===== config.mk =====
export PLATFORM = sky130hd
export DESIGN_NAME = msd_div
export DESIGN_NICKNAME = d
export VERILOG_FILES = /design/src/hw/rtl/msd_div.sv
export SDC_FILE = /design/constraint.sdc
export NUM_CORES = 2
export LEC_CHECK = 0
export BUFFER_PORTS_ARGS = -buffer_cell sky130_fd_sc_hd__buf_2
export CAP_MARGIN = 20
export CORE_MARGIN = 5
export CORE_UTILIZATION = 25
export DETAILED_ROUTE_END_ITERATION = 16
export GPL_ROUTABILITY_DRIVEN = 0
export SETUP_SLACK_MARGIN = 0.05
export SKIP_LAST_GASP = 1
export SLEW_MARGIN = 10
export SYNTH_ARGS = -nofsm -noshare
export SYNTH_HDL_FRONTEND = slang
export SYNTH_SLANG_ARGS = --single-unit

===== constraint.sdc =====
create_clock -name i_clk -period 7.6 [get_ports i_clk]
set_clock_uncertainty 0.1 [all_clocks]
set_input_delay 0.38 -clock i_clk [delete_from_list [all_inputs] [get_ports i_clk]]
set_output_delay 0.38 -clock i_clk [all_outputs]
set_load 0.01 [all_outputs]

===== src/hw/rtl/msd_div.sv =====
// ----------------------------------------------------------------------------
// msd_div : pipelined restoring divider with round-to-nearest
// One quotient bit per stage; saturates the quotient at all ones.
// ----------------------------------------------------------------------------
module msd_div #(
    parameter int NW = 52,
    parameter int DW = 25,
    parameter int QW = 32
) (
    input  logic          i_clk,
    input  logic          i_en,
    input  logic [NW-1:0] i_num,
    input  logic [DW-1:0] i_den,
    output logic [QW-1:0] o_quo
);

    logic [DW-1:0] r_rem [0:QW];
    logic [QW-1:0] r_low [0:QW];
    logic [DW-1:0] r_d   [0:QW];
    logic          r_ovf [0:QW];
    logic [QW-1:0] r_quo;

    logic [DW:0]   w_t  [0:QW-1];
    logic          w_ge [0:QW-1];

    logic          w_rnd;
    logic [QW:0]   w_sum;

    // entry: quotient would not fit when the high part already reaches d
    always_ff @(posedge i_clk) begin
        if (i_en) begin
            r_rem[0] <= DW'(i_num[NW-1:QW]);
            r_low[0] <= i_num[QW-1:0];
            r_d[0]   <= i_den;
            r_ovf[0] <= {{DW{1'b0}}, i_num[NW-1:QW]} >= {{(NW-QW){1'b0}}, i_den};
        end
    end

    for (genvar i = 0; i < QW; i++) begin : g_step
        assign w_t[i]  = {r_rem[i], r_low[i][QW-1]};
        assign w_ge[i] = w_t[i] >= {1'b0, r_d[i]};

        always_ff @(posedge i_clk) begin
            if (i_en) begin
                r_rem[i+1] <= w_ge[i] ? DW'(w_t[i] - {1'b0, r_d[i]}) : w_t[i][DW-1:0];
                r_low[i+1] <= {r_low[i][QW-2:0], w_ge[i]};
                r_d[i+1]   <= r_d[i];
                r_ovf[i+1] <= r_ovf[i];
            end
        end
    end

    // round up when twice the remainder reaches the divisor
    assign w_rnd = {r_rem[QW], 1'b0} >= {1'b0, r_d[QW]};
    assign w_sum = {1'b0, r_low[QW]} + {{QW{1'b0}}, w_rnd};

    always_ff @(posedge i_clk) begin
        if (i_en) begin
            r_quo <= (r_ovf[QW] || w_sum[QW]) ? '1 : w_sum[QW-1:0];
        end
    end

    assign o_quo = r_quo;

endmodule


# Word level (Yosys, flattened, before mapping)
# Memory sizes are Yosys's and may differ from the RTL's.
# Cells that the tools add are included.
dict set report classes {
  addsub 33
  div_mod_pow 0
  bitwise 0
  reduce_logical 1
  n_shift 0
  n_mux 34
  mul 0
  eq_ne 0
  n_lt_le_gt_ge 34
}
# operator count
set ops {}
lappend ops {{$ge 26x25->1} 33}
lappend ops {{$mux 25} 32}
lappend ops {{$sub 25x25->25} 32}
lappend ops {{$add 32x1->33} 1}
lappend ops {{$ge 20x25->1} 1}
lappend ops {{$mux 1} 2}
lappend ops {{$logic_or 1x1->1} 1}
dict set report word_totals {
  in_bits 79
  mem_bits_ro 0
  ram_bits 2739
  output_inout_bits 32
  latchBits 0
  wordCells 107
  register_bits 32
  mem_count 4
}
# name words width rd rd_clocked_by_memory_dff wr line_no
set memory_table {}
lappend memory_table {r_low 33 32 33 0 33 18} ;# logic [QW-1:0] r_low [0:QW];
lappend memory_table {r_d 33 25 33 0 33 19} ;# logic [DW-1:0] r_d [0:QW];
lappend memory_table {r_rem 33 25 33 0 33 17} ;# logic [DW-1:0] r_rem [0:QW];
lappend memory_table {r_ovf 33 1 33 0 33 20} ;# logic r_ovf [0:QW];

# Longest topological paths before layout
dict set report logic_depth {
  depth_word 3
  depth_mapped 20
  ltp_nobuf 20
}

# Worst setup path before layout
# No wires, ideal clock.
dict set report synth_path {
  path_kind {register to register}
  startpoint {mem r_rem[32][0]}
  endpoint {reg r_quo[11], in the netlist o_quo[11], data pin}
  required_time_ns 7.232
  synth_period_minus_slack_ns 3.611
  path_stages_with_launch 20
  setup_time_ns 0.268
  setup_slack_ns 3.989
  arrival_time_ns 3.243
  cell_sequence {edfxtp_1 > ha_1 > nor2b_1 > o21a_1 > o21a_1 > o21a_1 > o21a_1 > o21ai_0 > a21oi_1 > o211ai_1 > nand3_1 > ha_1 > ha_1 > nand2_1 > nor2_1 > nand3_1 > nor4_1 > a31oi_1 > clkbuf_1 > nand2_1}
}
# item line_no
set synth_rtl {}
lappend synth_rtl {{start: declaration} 17}
lappend synth_rtl {{end signal: assignment} 59} ;# r_quo <= (r_ovf[QW] || w_sum[QW]) ? '1 : w_sum[QW-1:0];
lappend synth_rtl {{end: declaration} 21} ;# logic [QW-1:0] r_quo;

==> results.sh <==
export IMPL_fin_tns_setup_ns=0
export IMPL_cap_viol_max_count=0
export IMPL_synth_main_ff_cell="edfxtp_1"
export IMPL_finalCritPeriodShare_pct=64.23
export IMPL_status="completed"
export IMPL_worstSetupStartpoint="r_rem[32][0]$_DFFE_PP_"
export IMPL_grt_pass1_wl_mm=430.4
export IMPL_power_w=0.06142
export IMPL_reg2reg_to="o_quo[2]$_SDFFCE_PP1P_"
export IMPL_die_area_um2=556900
export IMPL_p_sw_share_pct=33.81
export IMPL_final_cell_area_um2=155800
export IMPL_final_cell_mix="2,766 x edfxtp_1, 1,058 x inv_1, 843 x ha_1"
export IMPL_grt_ovfl_total=0
export IMPL_clockPowerShare_pct=23.4
export IMPL_powerDensity_nw_per_um2=394.2
export IMPL_die_y_um=746.3
export IMPL_clock_latency_ns=0.91
export IMPL_final_nets=11860
export IMPL_antenna_found_initial=11
export IMPL_vias=80580
export IMPL_antenna_left=0
export IMPL_reg2reg_depth=18
export IMPL_drv_slew=0
export IMPL_io_buffers=110
export IMPL_vias_per_cell=4.391
export IMPL_wire_per_inst_um=14.85
export IMPL_p_switching_w=0.02077
export IMPL_arrival_ns=5.37
export IMPL_start_util_pct=25.07
export IMPL_reg2reg_setup_slack_ns=2.72
export IMPL_crit_type="reg2reg"
export IMPL_drt_iter0_markers=4842
export IMPL_p_int_w=0.04066
export IMPL_worstMarginPinSlew_ns=1.106
export IMPL_layout_commonest_cell="edfxtp_1"
export IMPL_dp_hpwl_mm=197.2
export IMPL_relSlewSlack_pct=26.26
export IMPL_cts_root_buffer="clkbuf_16"
export IMPL_coreArea_um2=540500
export IMPL_drive_above_1_share_pct=9.858
export IMPL_rsz0062_at_grt="no"
export IMPL_cts_tree="yes"
export IMPL_peakVddDrop_v=0.0002137
export IMPL_min_period_ns=4.882
export IMPL_synth_seq_cells=2766
export IMPL_fmax_mhz=204.8
export IMPL_seqPwrFrac_pct=37.5
export IMPL_cp_required_ns=8.08
export IMPL_finalSetupViolCount=0
export IMPL_synth_nets=11430
export IMPL_clkTransAtPathRegs_ns=0.06
export IMPL_dpl_instance_area_um2=145000
export IMPL_cp_max_fo=32
export IMPL_synthCells=10470
export IMPL_combPwrFrac_pct=39.1
export IMPL_synth_edf_count=2766
export IMPL_crit_path_end="o_quo[2]$_SDFFCE_PP1P_"
export IMPL_area_delta_synth_final_pct=14.98
export IMPL_synthArstFlopShare_pct=0
export IMPL_finalHoldViolCount=0
export IMPL_finalWirelength_mm=272.5
export IMPL_drc=0
export IMPL_cts_setup_buffers=0
export IMPL_grt_max_degree=194
export IMPL_rows=270
export IMPL_r2r_start="r_rem[32][0]$_DFFE_PP_"
export IMPL_timing_hold_ws_ns=0.1026
export IMPL_syn_area_um2=135500
export IMPL_pin_count=111
export IMPL_cts_max_level=5
export IMPL_ys_seq_area_share_pct=61.28
export IMPL_crit_path_end_kind="flop"
export IMPL_crit_path_start_kind="flop"
export IMPL_syn_avg_cell_area_um2=12.94
export IMPL_grt_usage_pct=9.378
export IMPL_grt_pass1_vias=81050
export IMPL_cts_buffer_depth=4
export IMPL_cts_sinks=2766
export IMPL_ys_warn_count=0
export IMPL_dr_pass1_iters=7
export IMPL_cts_buffers=297
export IMPL_die_width_um=746.3
export IMPL_yosysUniqueCellTypes=106
export IMPL_p_leak_nw=59.82
export IMPL_hold_path_class="in2reg"
registers in the layout, summed over array words and instances, names as in the netlist:
signal / cells
r_ovf: 33
r_rem: 820
o_quo: 32
r_d: 825
r_low: 1056
power groups by stage:
stage          clock, W  combinational (W)  sequential, W
2_1_floorplan         0             0.0190         0.0225
3_3_place_gp          0             0.0234         0.0233
3_5_place_dp          0             0.0238         0.0234
4_1_cts          0.0149             0.0240         0.0231
5_1_grt          0.0155             0.0267         0.0233
6_report         0.0144             0.0240         0.0230
final cells by class:
cell class                      instances  area (µm²)
Clock inverter                        169        1869
Multi-Input combinational cell       6488       47760
Timing Repair Buffer                  286        2395
Clock buffer                          366        7734
Tap cell                             7208        9019
Sequential cell                      2766       83060
Inverter                             1063        3990
Antenna cell                            5       12.51
Fill cell                           54440      384700
critical path: stages, from the launching register on:
cell	delay, ns
edfxtp_1	0.37
ha_1	0.29
nor2b_1	0.13
o21a_1	0.17
o21a_1	0.17
o21a_1	0.16
o21a_1	0.16
o21ai_0	0.17
a21oi_1	0.18
o211ai_1	0.48
nand3_1	0.25
ha_1	0.27
ha_1	0.22
nand2_1	0.10
nor2_1	0.08
nand3_1	0.20
nor4_2	0.14
a31oi_4	0.69
o21ai_0	0.25
worst min-delay path by stage:
stage | startpoint | to | depth (start not counted)
2_1_floorplan | r_low[0][967]$_DFFE_PP_ | r_low[0][1000]$_DFFE_PP_ | 0
3_3_place_gp | r_low[0][446]$_DFFE_PP_ | r_low[0][479]$_DFFE_PP_ | 0
3_5_place_dp | r_low[0][971]$_DFFE_PP_ | r_low[0][1004]$_DFFE_PP_ | 0
4_1_cts | i_num[6] | r_low[0][6]$_DFFE_PP_ | 2
5_1_grt | i_den[6] | r_d[0][6]$_DFFE_PP_ | 2
6_report | i_num[26] | r_low[0][26]$_DFFE_PP_ | 2
cell families after synthesis:
kind of cell	count (synthesis)	share of synthesized area [%]
xor gates and xnor gates	643	4.155
buffers and inverters	1218	3.523
muxes	457	3.869
AOI/OAI and AO/OA	2457	11.61
DFF	2766	61.28
adders and majority gates	875	8.255
and+or+nand+nor	2056	7.302
per-stage QoR:
stage               std cells  util (%)  worst slack [ns]
global route            18350     28.83             2.407
floorplan               10470         -             3.989
CTS                     18340     28.82             2.696
global placement        17700     26.83             2.593
finish                  18350     28.83             2.718
detailed placement      17700     26.83             2.739
timing repair:
| item | 4_1_cts | 5_1_grt |
|---|---|---|
| hold endpoints to repair | 165 | 0 |
| gates resized for setup | 0 | 0 |
| hold buffers | 112 | 0 |
synthesized netlist by cell type (20+ instances only):
cell / number / area [µm²]
xnor2_1: 414 / 3626
mux2_2: 351 / 3953
edfxtp_1: 2766 / 83060
or2_2: 38 / 237.7
o41ai_1: 20 / 175.2
nor2_1: 589 / 2211
and2_1: 41 / 256.5
nand2_1: 515 / 1933
o21a_1: 152 / 1141
a211o_1: 30 / 262.8
buf_2: 32 / 160.2
o211ai_1: 45 / 337.8
and3_1: 82 / 513.0
nor3_1: 135 / 675.7
a21o_1: 363 / 2725
mux2_4: 42 / 630.6
a21boi_0: 33 / 247.7
nor4_1: 38 / 237.7
a211oi_1: 75 / 563.0
or3_1: 42 / 262.8
o31a_1: 22 / 192.7
a2111oi_0: 29 / 254.0
ha_1: 843 / 10550
nor2b_1: 116 / 725.7
nand2b_1: 100 / 625.6
o21bai_1: 75 / 563.0
mux2i_1: 48 / 480.5
a31oi_1: 78 / 488.0
a21oi_1: 749 / 3749
o31ai_1: 60 / 450.4
inv_1: 1058 / 3971
fa_1: 32 / 640.6
nand3_1: 157 / 785.8
o21ai_0: 525 / 2628
xor2_1: 229 / 2006
nand4_1: 125 / 782.0
clkbuf_1: 93 / 349.1
metal layers:
layer	vias to the layer above	track usage [%]	part of all wire (%)
li1	39780	-	-
met1	38580	10.26	39
met2	1536	17.72	52
met3	685	1.374	3.6
met4	0	4.298	4.8
met5	-	0	0
Power figures use the tool's default switching activity.
