### src/hw/rtl/msd_pkg.sv
// ----------------------------------------------------------------------------
// msd_pkg : shared types and constants for the move shape decomposer
// Field widths, move kinds, divider geometry and the stage payload structs.
// ----------------------------------------------------------------------------
package msd_pkg;

    localparam int SpdW   = 24;
    localparam int TrackW = 20;
    localparam int AmtW   = 32;
    localparam int UnitW  = 16;
    localparam int DurW   = 32;
    localparam int TravW  = 32;

    // divider geometry: numerator covers stop amount times track width
    localparam int DivNW  = 52;
    localparam int DivDW  = 25;
    localparam int DivQW  = 32;
    localparam int DivLat = DivQW + 2;

    localparam logic [UnitW-1:0] UNIT_ONE = 16'd16384;
    localparam logic [DivDW-1:0] MS_PER_S = 25'd1000;

    typedef enum logic [1:0] {
        KIND_STOP  = 2'd0,
        KIND_TIME  = 2'd1,
        KIND_DIST  = 2'd2,
        KIND_ANGLE = 2'd3
    } t_kind;

    // per-item control carried alongside the dividers
    typedef struct packed {
        logic                   bad;
        t_kind                  kind;
        logic signed [SpdW-1:0] vl;
        logic signed [SpdW-1:0] vr;
        logic [SpdW-1:0]        peak;
        logic                   dom_left;
    } t_side;

    typedef struct packed {
        logic                    distance_target;
        logic                    time_budget;
        logic                    valid_res;
        logic [TravW-1:0]        travel_right;
        logic [TravW-1:0]        travel_left;
        logic [DurW-1:0]         duration;
        logic [SpdW-1:0]         cruise_speed;
        logic [UnitW-1:0]        unit_right;
        logic [UnitW-1:0]        unit_left;
    } t_res;

endpackage

### src/hw/rtl/msd_skid.sv
// ----------------------------------------------------------------------------
// msd_skid : output register with skid stage
// Parts the pipeline from the downstream handshake; ready is registered.
// ----------------------------------------------------------------------------
module msd_skid (
    input  logic          i_clk,
    input  logic          i_rst_n,
    input  logic          i_valid,
    input  msd_pkg::t_res i_data,
    output logic          o_ready,
    output logic          o_valid,
    output msd_pkg::t_res o_data,
    input  logic          i_ready
);

    logic          r_ob_vld;
    logic          r_sk_vld;
    msd_pkg::t_res r_ob;
    msd_pkg::t_res r_sk;
    logic          w_push;
    logic          w_pop;

    assign o_ready = !r_sk_vld;
    assign w_push  = i_valid && !r_sk_vld;
    assign w_pop   = r_ob_vld && i_ready;

    always_ff @(posedge i_clk) begin
        if (!i_rst_n) begin
            r_ob_vld <= 1'b0;
            r_sk_vld <= 1'b0;
        end else if (r_sk_vld) begin
            if (w_pop) begin
                r_sk_vld <= 1'b0;
            end
        end else if (w_push) begin
            if (!r_ob_vld || w_pop) begin
                r_ob_vld <= 1'b1;
            end else begin
                r_sk_vld <= 1'b1;
            end
        end else if (w_pop) begin
            r_ob_vld <= 1'b0;
        end
    end

    always_ff @(posedge i_clk) begin
        if (r_sk_vld) begin
            if (w_pop) begin
                r_ob <= r_sk;
            end
        end else if (w_push) begin
            if (!r_ob_vld || w_pop) begin
                r_ob <= i_data;
            end else begin
                r_sk <= i_data;
            end
        end
    end

    assign o_valid = r_ob_vld;
    assign o_data  = r_ob;

endmodule

### config.mk
export PLATFORM = sky130hd
export DESIGN_NAME = msd_skid
export DESIGN_NICKNAME = d
export VERILOG_FILES = /design/src/hw/rtl/msd_pkg.sv /design/src/hw/rtl/msd_skid.sv
export SDC_FILE = /design/constraint.sdc
export NUM_CORES = 1
export LEC_CHECK = 0
export ABC_CLOCK_PERIOD_IN_PS = 12100
export BUFFER_PORTS_ARGS = -buffer_cell sky130_fd_sc_hd__buf_2
export CAP_MARGIN = 5
export CORE_AREA = 10 10 159 161
export CTS_BUF_LIST = sky130_fd_sc_hd__clkbuf_8
export DETAILED_ROUTE_END_ITERATION = 7
export DIE_AREA = 0 0 169 171
export PLACE_DENSITY = 0.8
export SLEW_MARGIN = 20
export SYNTH_ARGS = -nofsm -noshare
export SYNTH_HDL_FRONTEND = slang
export SYNTH_SLANG_ARGS = --single-unit
### constraint.sdc
create_clock -name i_clk -period 12.1 [get_ports i_clk]
set_clock_uncertainty 0.2 [all_clocks]
set_input_delay 1.21 -clock i_clk [delete_from_list [all_inputs] [get_ports i_clk]]
set_output_delay 1.21 -clock i_clk [all_outputs]
set_load 0.05 [all_outputs]
Yosys cells after proc, flatten, opt, wreduce, memory -nomap -nowiden
Cells that the tools add are included.
{"block": "classes", "mux": 11, "n_bitwise": 2, "div": 0, "n_shift": 0, "n_eq_ne": 2, "mul": 0, "magnitude_cmp": 0, "n_reduce_logical": 11, "addsub": 0}
{"operator": "two-way mux 155 bit", "count": 4}
{"operator": "AND reduction 3 bit", "count": 3}
{"operator": "two-way mux 1 bit", "count": 7}
{"operator": "nonzero test 2 bit", "count": 3}
{"operator": "!= test 2 x 1 -> 1 bit, second input constant", "count": 2}
{"operator": "logical AND 1 bit", "count": 2}
{"operator": "logical NOT 1 bit", "count": 2}
{"operator": "NOT 1 bit", "count": 2}
{"operator": "logical OR 1 bit", "count": 1}
{"block": "word_totals", "latchBits": 0, "mem_bits_ro": 0, "ramBits": 0, "memories": 0, "reg_bits": 312, "word_cells": 46, "input_bits": 159}

Depth between registers and ports, before layout
Gate-level depths: netlist of the first run.
{"block": "logic_depth", "word_depth": 5, "depth_mapped": 5}

Least setup slack after synthesis of the first run
No wires, ideal clock.
{"block": "synth_timing", "kind": "input to register", "from": "input port i_valid", "to": "register r_ob (netlist bit o_data[0]), enable pin", "path_slack_ns": 2.418, "t_required_ns": 11.178, "t_arrival_ns": 8.760, "path_buffers": 0, "setup_ns": 0.722, "stages": 2, "path_cell_list": "mux2i_1 -> a21oi_1"}
{"block": "synth_via", "elab_chain_len": 3}
{"element": "start, declared", "line": "msd_skid.sv:8", "source": "input logic i_valid,"}
{"element": "logical AND 1 bit", "line": "msd_skid.sv:24", "source": "assign w_push = i_valid && !r_sk_vld;"}
{"element": "nonzero test 2 bit (no source line)"}
{"element": "AND reduction 3 bit (no source line)"}
{"element": "end signal, assigned", "line": "msd_skid.sv:49", "source": "r_ob <= r_sk;"}
{"element": "end signal, assigned", "line": "msd_skid.sv:53", "source": "r_ob <= i_data;"}
{"element": "end, declared", "line": "msd_skid.sv:18", "source": "msd_pkg::t_res r_ob;"}
No other way between the ends.
A chain may end at the register's enable or synchronous reset.

Worst setup path after layout of the first run
{"block": "layout_timing", "from": "register r_sk_vld", "to": "register r_ob (netlist bit o_data[19]), enable pin"}
{"block": "layout_via", "elab_chain_len": 4, "elab_cells_between_ends": 6, "classes_between": "1 x eq/ne; 5 x reduce/logical"}
{"element": "start, declared", "line": "msd_skid.sv:17", "source": "logic r_sk_vld;"}
{"element": "start signal, assigned", "line": "msd_skid.sv:30", "source": "r_sk_vld <= 1'b0;"}
{"element": "start signal, assigned", "line": "msd_skid.sv:33", "source": "r_sk_vld <= 1'b0;"}
{"element": "start signal, assigned", "line": "msd_skid.sv:39", "source": "r_sk_vld <= 1'b1;"}
{"element": "logical NOT 1 bit", "line": "msd_skid.sv:24"}
{"element": "logical AND 1 bit", "line": "msd_skid.sv:24"}
{"element": "nonzero test 2 bit (no source line)"}
{"element": "AND reduction 3 bit (no source line) *"}
Every way passes the cells marked *; elsewhere a longest branch is shown, timed or not.

==> metrics, run 1 <==
PwrDens 168 mW/mm^2; # setup viols final 0; sw frac 26.8%; Max Freq 272 MHz; WP data required 12,050 ps; Hold WC Path Type register to register; DRC Markers 0; hold-critical path depth 1; Syn Nets 656; Max Cap Viol 0; synthesized flop and latch total 312; WL/cell 21.2 um; area leader, netlist edfxtp_1; die area 0.0289 mm^2; status finished clean; CTS Buffer Depth 3; routed vias/inst 4.94; via count 5,812; clock latency at the later pin of the worst-skew pair 540 ps; root buffer cell clkbuf_8; NumNets Final 1,008; Hold Fails Final Rpt 0; Leak 5.62 nW; Rows 55; Starting Density 52.6%; 1st-iter DRT viols 356; post-synthesis cell count 497; layout cells sized above 1 60.2%; Top-Level Pins 316; antenna violations before repair 9; Pint 1.77 mW; Remaining Overflow, GRT 0; Die Width 169 um; combinational power share 14.7%; DP HPWL 17,300 um; cell with the most instances after synthesis edfxtp_1; Max Slew Vio Count 0; Yosys cell types 17; CP max FO 80; synthesized area 0.0117 mm^2; CTS H-tree lvls 2; Worst Reg2Reg Path Length in Cells 4; Sequential Power Share 53.4%; CTS Hold Bufs 0; clock sink count 312; PortBufs 315; Slew HR 28.3%; Worst setup SP type register; cts bufs inserted 47; register area share after synthesis 80.0%; Syn-to-layout area delta 23.0%; largest net degree at the start of global routing 81; maximum vdd drop 113 uV; TritonCTS clock tree built; setup bufs post-CTS 0; top cells by area, synth edfxtp_1 80%, mux2_4 12%, mux2_2 5.7%, buf_6 0.96%, dfxtp_1 0.34%; Post-synth EDFFs 310; Post-synth top cells 310 x edfxtp_1, 96 x mux2_4, 59 x mux2_2; fraction of registers with async set/reset 0%; Critical Path End Type register; WL final 24,900 um; RSZ-0062 raised after global routing no; yosys warns 0; period utilisation layout 30.4%; vias in the first global route 6,359; Worst-path clk slew 70 ps; share of the synthesized area in the top cell type 79.6%; Die Ht 171 um; Tmin final 3670 ps; critical path data arrival time 3620 ps; hold slack 338 ps; total global-route track usage 16.2%; Routed Antenna Nets 0; Pre-antenna DRT Iters 4; gp weighted congestion 0.795; first-pass GRT wire length 36,600 um; crit path kind register to register; P_sw 0.649 mW; pin slew with the least headroom to its limit 1080 ps; part of the power in the clock network 31.9%; cts repair resizes 0; syn_area_per_cell 23.5 um^2; Core Region 0.0222 mm^2; setup TNS 0 ps; Synth Flop Type edfxtp_1
-- worst paths after layout --
| kind | end | startpoint | slack, ps |
|---|---|---|---|
| setup / recovery | o_data[19] | r_sk_vld | 8430 |
| hold reg to reg | o_data[87] | r_sk[87] | 340 |
| hold / removal | o_data[87] | r_sk[87] | 340 |
| setup reg to reg | o_data[19] | r_sk_vld | 8430 |
-- layout make-up --
class	instances	area, um^2
clock buffer	49	674
fill	1533	7850
clock inverter	36	166
sequential	312	9350
tap	285	357
multi-input combinational	164	2180
antenna	6	15.0
inverter	3	11.3
timing repair buffer	321	1620
-- power groups by stage --
stage                     combinational, mW  clock, mW  sequential, mW
after floorplan                      0.0999          0            1.48
after global routing                  0.372      0.849            1.30
after global placement                0.354          0            1.31
after CTS                             0.360      0.797            1.29
final                                 0.355      0.771            1.29
after detailed placement              0.359          0            1.32
-- stage by stage --
step	setup WS [ps]	cells	total power, mW	cell area [um^2]	util (%)
3_3_place_gp	8150	1085	1.67	13500	60.8
3_5_place_dp	8080	1085	1.67	13500	60.8
4_1_cts	8360	1170	2.45	14400	64.6
6_report	8430	1176	2.42	14400	64.7
5_1_grt	8220	1175	2.52	14400	64.7
2_1_floorplan	2420	497	1.58	11700	-
-- layer usage --
layer  routed length, um  track usage [%]  vias up  share of wire [%]
met3                2330             6.72       58                9.4
met4                 700             6.90        6                2.8
met2               12500             26.2      245                 50
met5                  39                0        -               0.16
met1                9320             18.7     2796                 37
li1                    -                -     2707                  -
-- cell families after synthesis --
kind of cell           Yosys count  synth area share, %
AOI/OAI and AO/OA                4                0.193
buffers and inverters           21                 1.51
DFF                            312                 80.0
muxes                          156                 18.1
and+or+nand+nor                  4                0.225
-- cells in the final DEF, fill, tap and decap left out, drive strengths merged --
| cell | count |
|---|---|
| and4 | 1 |
| nand2 | 1 |
| dfxtp | 2 |
| buf | 321 |
| mux2 | 155 |
| a211oi | 1 |
| bufinv | 1 |
| nor2b | 1 |
| clkbuf | 49 |
| inv | 25 |
| edfxtp | 310 |
| a21oi | 2 |
| nand3b | 1 |
| diode | 6 |
| mux2i | 1 |
| clkinv | 13 |
| o21ai | 1 |
-- critical path, cell delays in order, from the launching register on --
cell and delay, ps:
dfxtp_4 850, mux2i_1 240, a21oi_4 150, buf_4 820
buf_4 920
-- flip-flops by register name (all words and copies together) (netlist names) --
register,count
o_valid,1
o_data,155
r_sk,155
r_sk_vld,1
(Power assumes the default switching activity.)
==> run 2, diff against run 1 <==
ABC_AREA = 1   (was not set)
ABC_CLOCK_PERIOD_IN_PS = 3000   (was 12100)
CORE_AREA = 10 10 165 167   (was 10 10 159 161)
DIE_AREA = 0 0 175 177   (was 0 0 169 171)
PLACE_DENSITY = 0.77   (was 0.8)
clock period = 3 ns   (was 12.1 ns; I/O delays follow)
==> metrics, run 2 <==
status finished clean; cell with the most instances after synthesis nand2_1; clock latency at the later pin of the worst-skew pair 540 ps (about the same); WP data required 2500 ps (-9550 ps); yosys warns 0 (unchanged); PortBufs 315 (unchanged); critical path data arrival time 1970 ps (-1650 ps); R2R Path Start o_valid; Worst path max stage delay 560 ps (-360 ps); DRC Markers 0 (unchanged); die area 0.0310 mm^2 (+7.2%); CP max FO 65 (-19%); root buffer cell clkbuf_8; share of the synthesized area in the top cell type 81.1% (+1.5 points); via count 8,267 (+42%); Max Cap Viol 0 (unchanged); pin slew with the least headroom to its limit 984 ps (-92.1 ps); Worst Reg2Reg Path Length in Cells 5 (+1); vias in the first global route 8,639 (+36%); clock sink count 312 (unchanged); total global-route track usage 19.7% (+3.5 points); Worst-path clk slew 60 ps (about the same); Top-Level Pins 316 (unchanged); setup TNS 0 ps (unchanged); Max Freq 405 MHz; Pwr Total 9.72 mW (+300%); Max Slew Vio Count 0 (unchanged); post-synthesis cell count 831 (+67%); WHS Endpoint o_data[1]; synthesized area 0.0115 mm^2 (-1.8%); setup bufs post-CTS 0 (unchanged); # setup viols final 0 (unchanged); 1st-iter DRT viols 653 (+83%); cts bufs inserted 48 (+2.1%); CP delay by family, top buffers and inverters; Syn-to-layout area delta 37.9%; post-route cell area 0.0158 mm^2 (+10%); setup slack at placement 820 ps (-7260 ps); maximum vdd drop 432 uV (+280%); layout cells sized above 1 28.6% (-32 points); register area share after synthesis 81.4% (+1.5 points); DP HPWL 18,900 um (+8.7%); hold-critical path depth 3 (+2); Rows 57 (+3.6%); Routed Antenna Nets 0 (unchanged); Worst setup SP type register; Cell Chain, Critical Path inv_4 -> buf_4 -> buf_2; Setup WS post-layout 530 ps (-7900 ps); most common cell after layout, fill and taps aside nand2_1; R2R setup slack 750 ps (-7680 ps); Critical Path End Type output port; TritonCTS clock tree built; Starting Density 47.9% (-4.7 points); most frequent cells in the layout 470 x nand2_1, 315 x buf_2, 310 x edfxtp_1; Post-synth top cells 472 x nand2_1, 310 x edfxtp_1, 16 x buf_6; routed vias/inst 4.86 (-1.6%); area leader, netlist edfxtp_1; Hold Fails Final Rpt 0 (unchanged); gp weighted congestion 0.815 (+2.5%); crit path buf inv count 3 (+1); Core Region 0.0240 mm^2 (+7.8%); worst hold start i_valid; antenna violations before repair 7 (-2); NumNets Final 1,495 (+48%); Pre-antenna DRT Iters 5 (+1); Die Width 175 um (+3.6%); WL/cell 18.6 um (-12%); fraction of registers with async set/reset 0% (unchanged); CTS H-tree lvls 2 (unchanged); R2R Path End r_sk[142]; Post-synth EDFFs 310 (unchanged); synthesized flop and latch total 312 (unchanged); PwrDens 615 mW/mm^2 (+270%); largest net degree at the start of global routing 113 (+40%); top cells by area, synth edfxtp_1 81%, nand2_1 15%, buf_6 1.6%, buf_4 0.85%, dfxtp_1 0.35%; Synth Flop Type edfxtp_1; Slew HR 34.4% (+6.1 points); Leak 6.78 nW (+21%); Hold WC Path Type input pin to register; Die Ht 177 um (+3.5%); Tmin final 2470 ps; Syn Nets 990 (+51%); CTS Buffer Depth 3 (unchanged); Post-Place Cell Area 0.0134 mm^2 (-0.90%); slowest CP cell buf_4; syn_area_per_cell 13.8 um^2 (-41%); RSZ-0062 raised after global routing no; Remaining Overflow, GRT 0 (unchanged); Yosys cell types 12 (-5); WL final 31,500 um (+27%); crit path kind register to output port; first-pass GRT wire length 48,100 um (+31%); Finished Core Util 66.0% (+1.4 points); period utilisation layout 82.3%
==> run 2: cell count changes in the layout (fill, tap and decap cells not counted), moves of 2 or more <==
cell and delta:
nand2_1 +469, dlygate4sd3_1 +159, mux2_4 -96, mux2_2 -59, buf_12 +7, clkinv_1 +7
inv_1 -7, buf_4 +2, nand2_4 +2, nor2_1 +2
==> run 2: layout make-up <==
| class | instances | area [um^2] |
|---|---|---|
| sequential | 312 | 9360 |
| fill | 1636 | 8140 |
| timing repair buffer | 490 | 3380 |
| multi-input combinational | 477 | 1820 |
| clock buffer | 49 | 674 |
| tap | 324 | 405 |
| clock inverter | 34 | 138 |
| inverter | 7 | 32.5 |
| antenna | 7 | 17.5 |
==> run 2: kinds of logic (layout without fill, tap and decap cells) <==
| kind of cell | count (synthesis) | in the layout | synth area share (%) |
|---|---|---|---|
| flops | 312 | 312 | 81.4 |
| simple gates | 475 | 475 | 15.5 |
| compound gates | 2 | 2 | 0.0872 |
| buf+inv | 42 | 580 | 2.92 |
| other cells | 0 | 7 | 0 |
==> run 2: routing by layer <==
layer	vias to the layer above	global-route usage (%)	part of all wire (%)
met5	-	0	0
met4	0	9.47	3.9
met3	96	5.78	8.6
met2	442	34.6	52
met1	3903	21.4	36
li1	3826	-	-
==> run 2: power by group <==
group	total [mW]	switching, mW	internal (mW)
Combinational	1.47	1.05	0.420
Sequential	5.17	0.0775	5.09
Clock	3.09	1.58	1.51
==> run 2: repair_timing <==
item                                   4_1_cts  5_1_grt
endpoints found under the hold margin      312        0
setup endpoints to repair                    0        0
resized for setup                            0        0
hold buffers                               159        0
==> run 2: per-stage QoR <==
step | hold WS, ps | std cells
after detailed placement | 292 | 1451
after global routing | 95.3 | 1700
after global placement | 292 | 1451
after floorplan | 197 | 831
final | 120 | 1700
after CTS | 57.6 | 1693
==> run 2: worst min-delay path, stage by stage <==
cell and delay, ps:
buf_2 130, nand2_4 80, a21oi_4 150
==> run 2: worst max-delay path by stage <==
stage / to / startpoint / cells past startpoint
3_5_place_dp: r_sk[131] / i_ready / 5
5_1_grt: o_ready / r_sk_vld / 3
6_report: o_ready / r_sk_vld / 3
4_1_cts: o_ready / r_sk_vld / 3
3_3_place_gp: r_sk[136] / i_ready / 5
2_1_floorplan: o_data[0] / r_sk_vld / 5
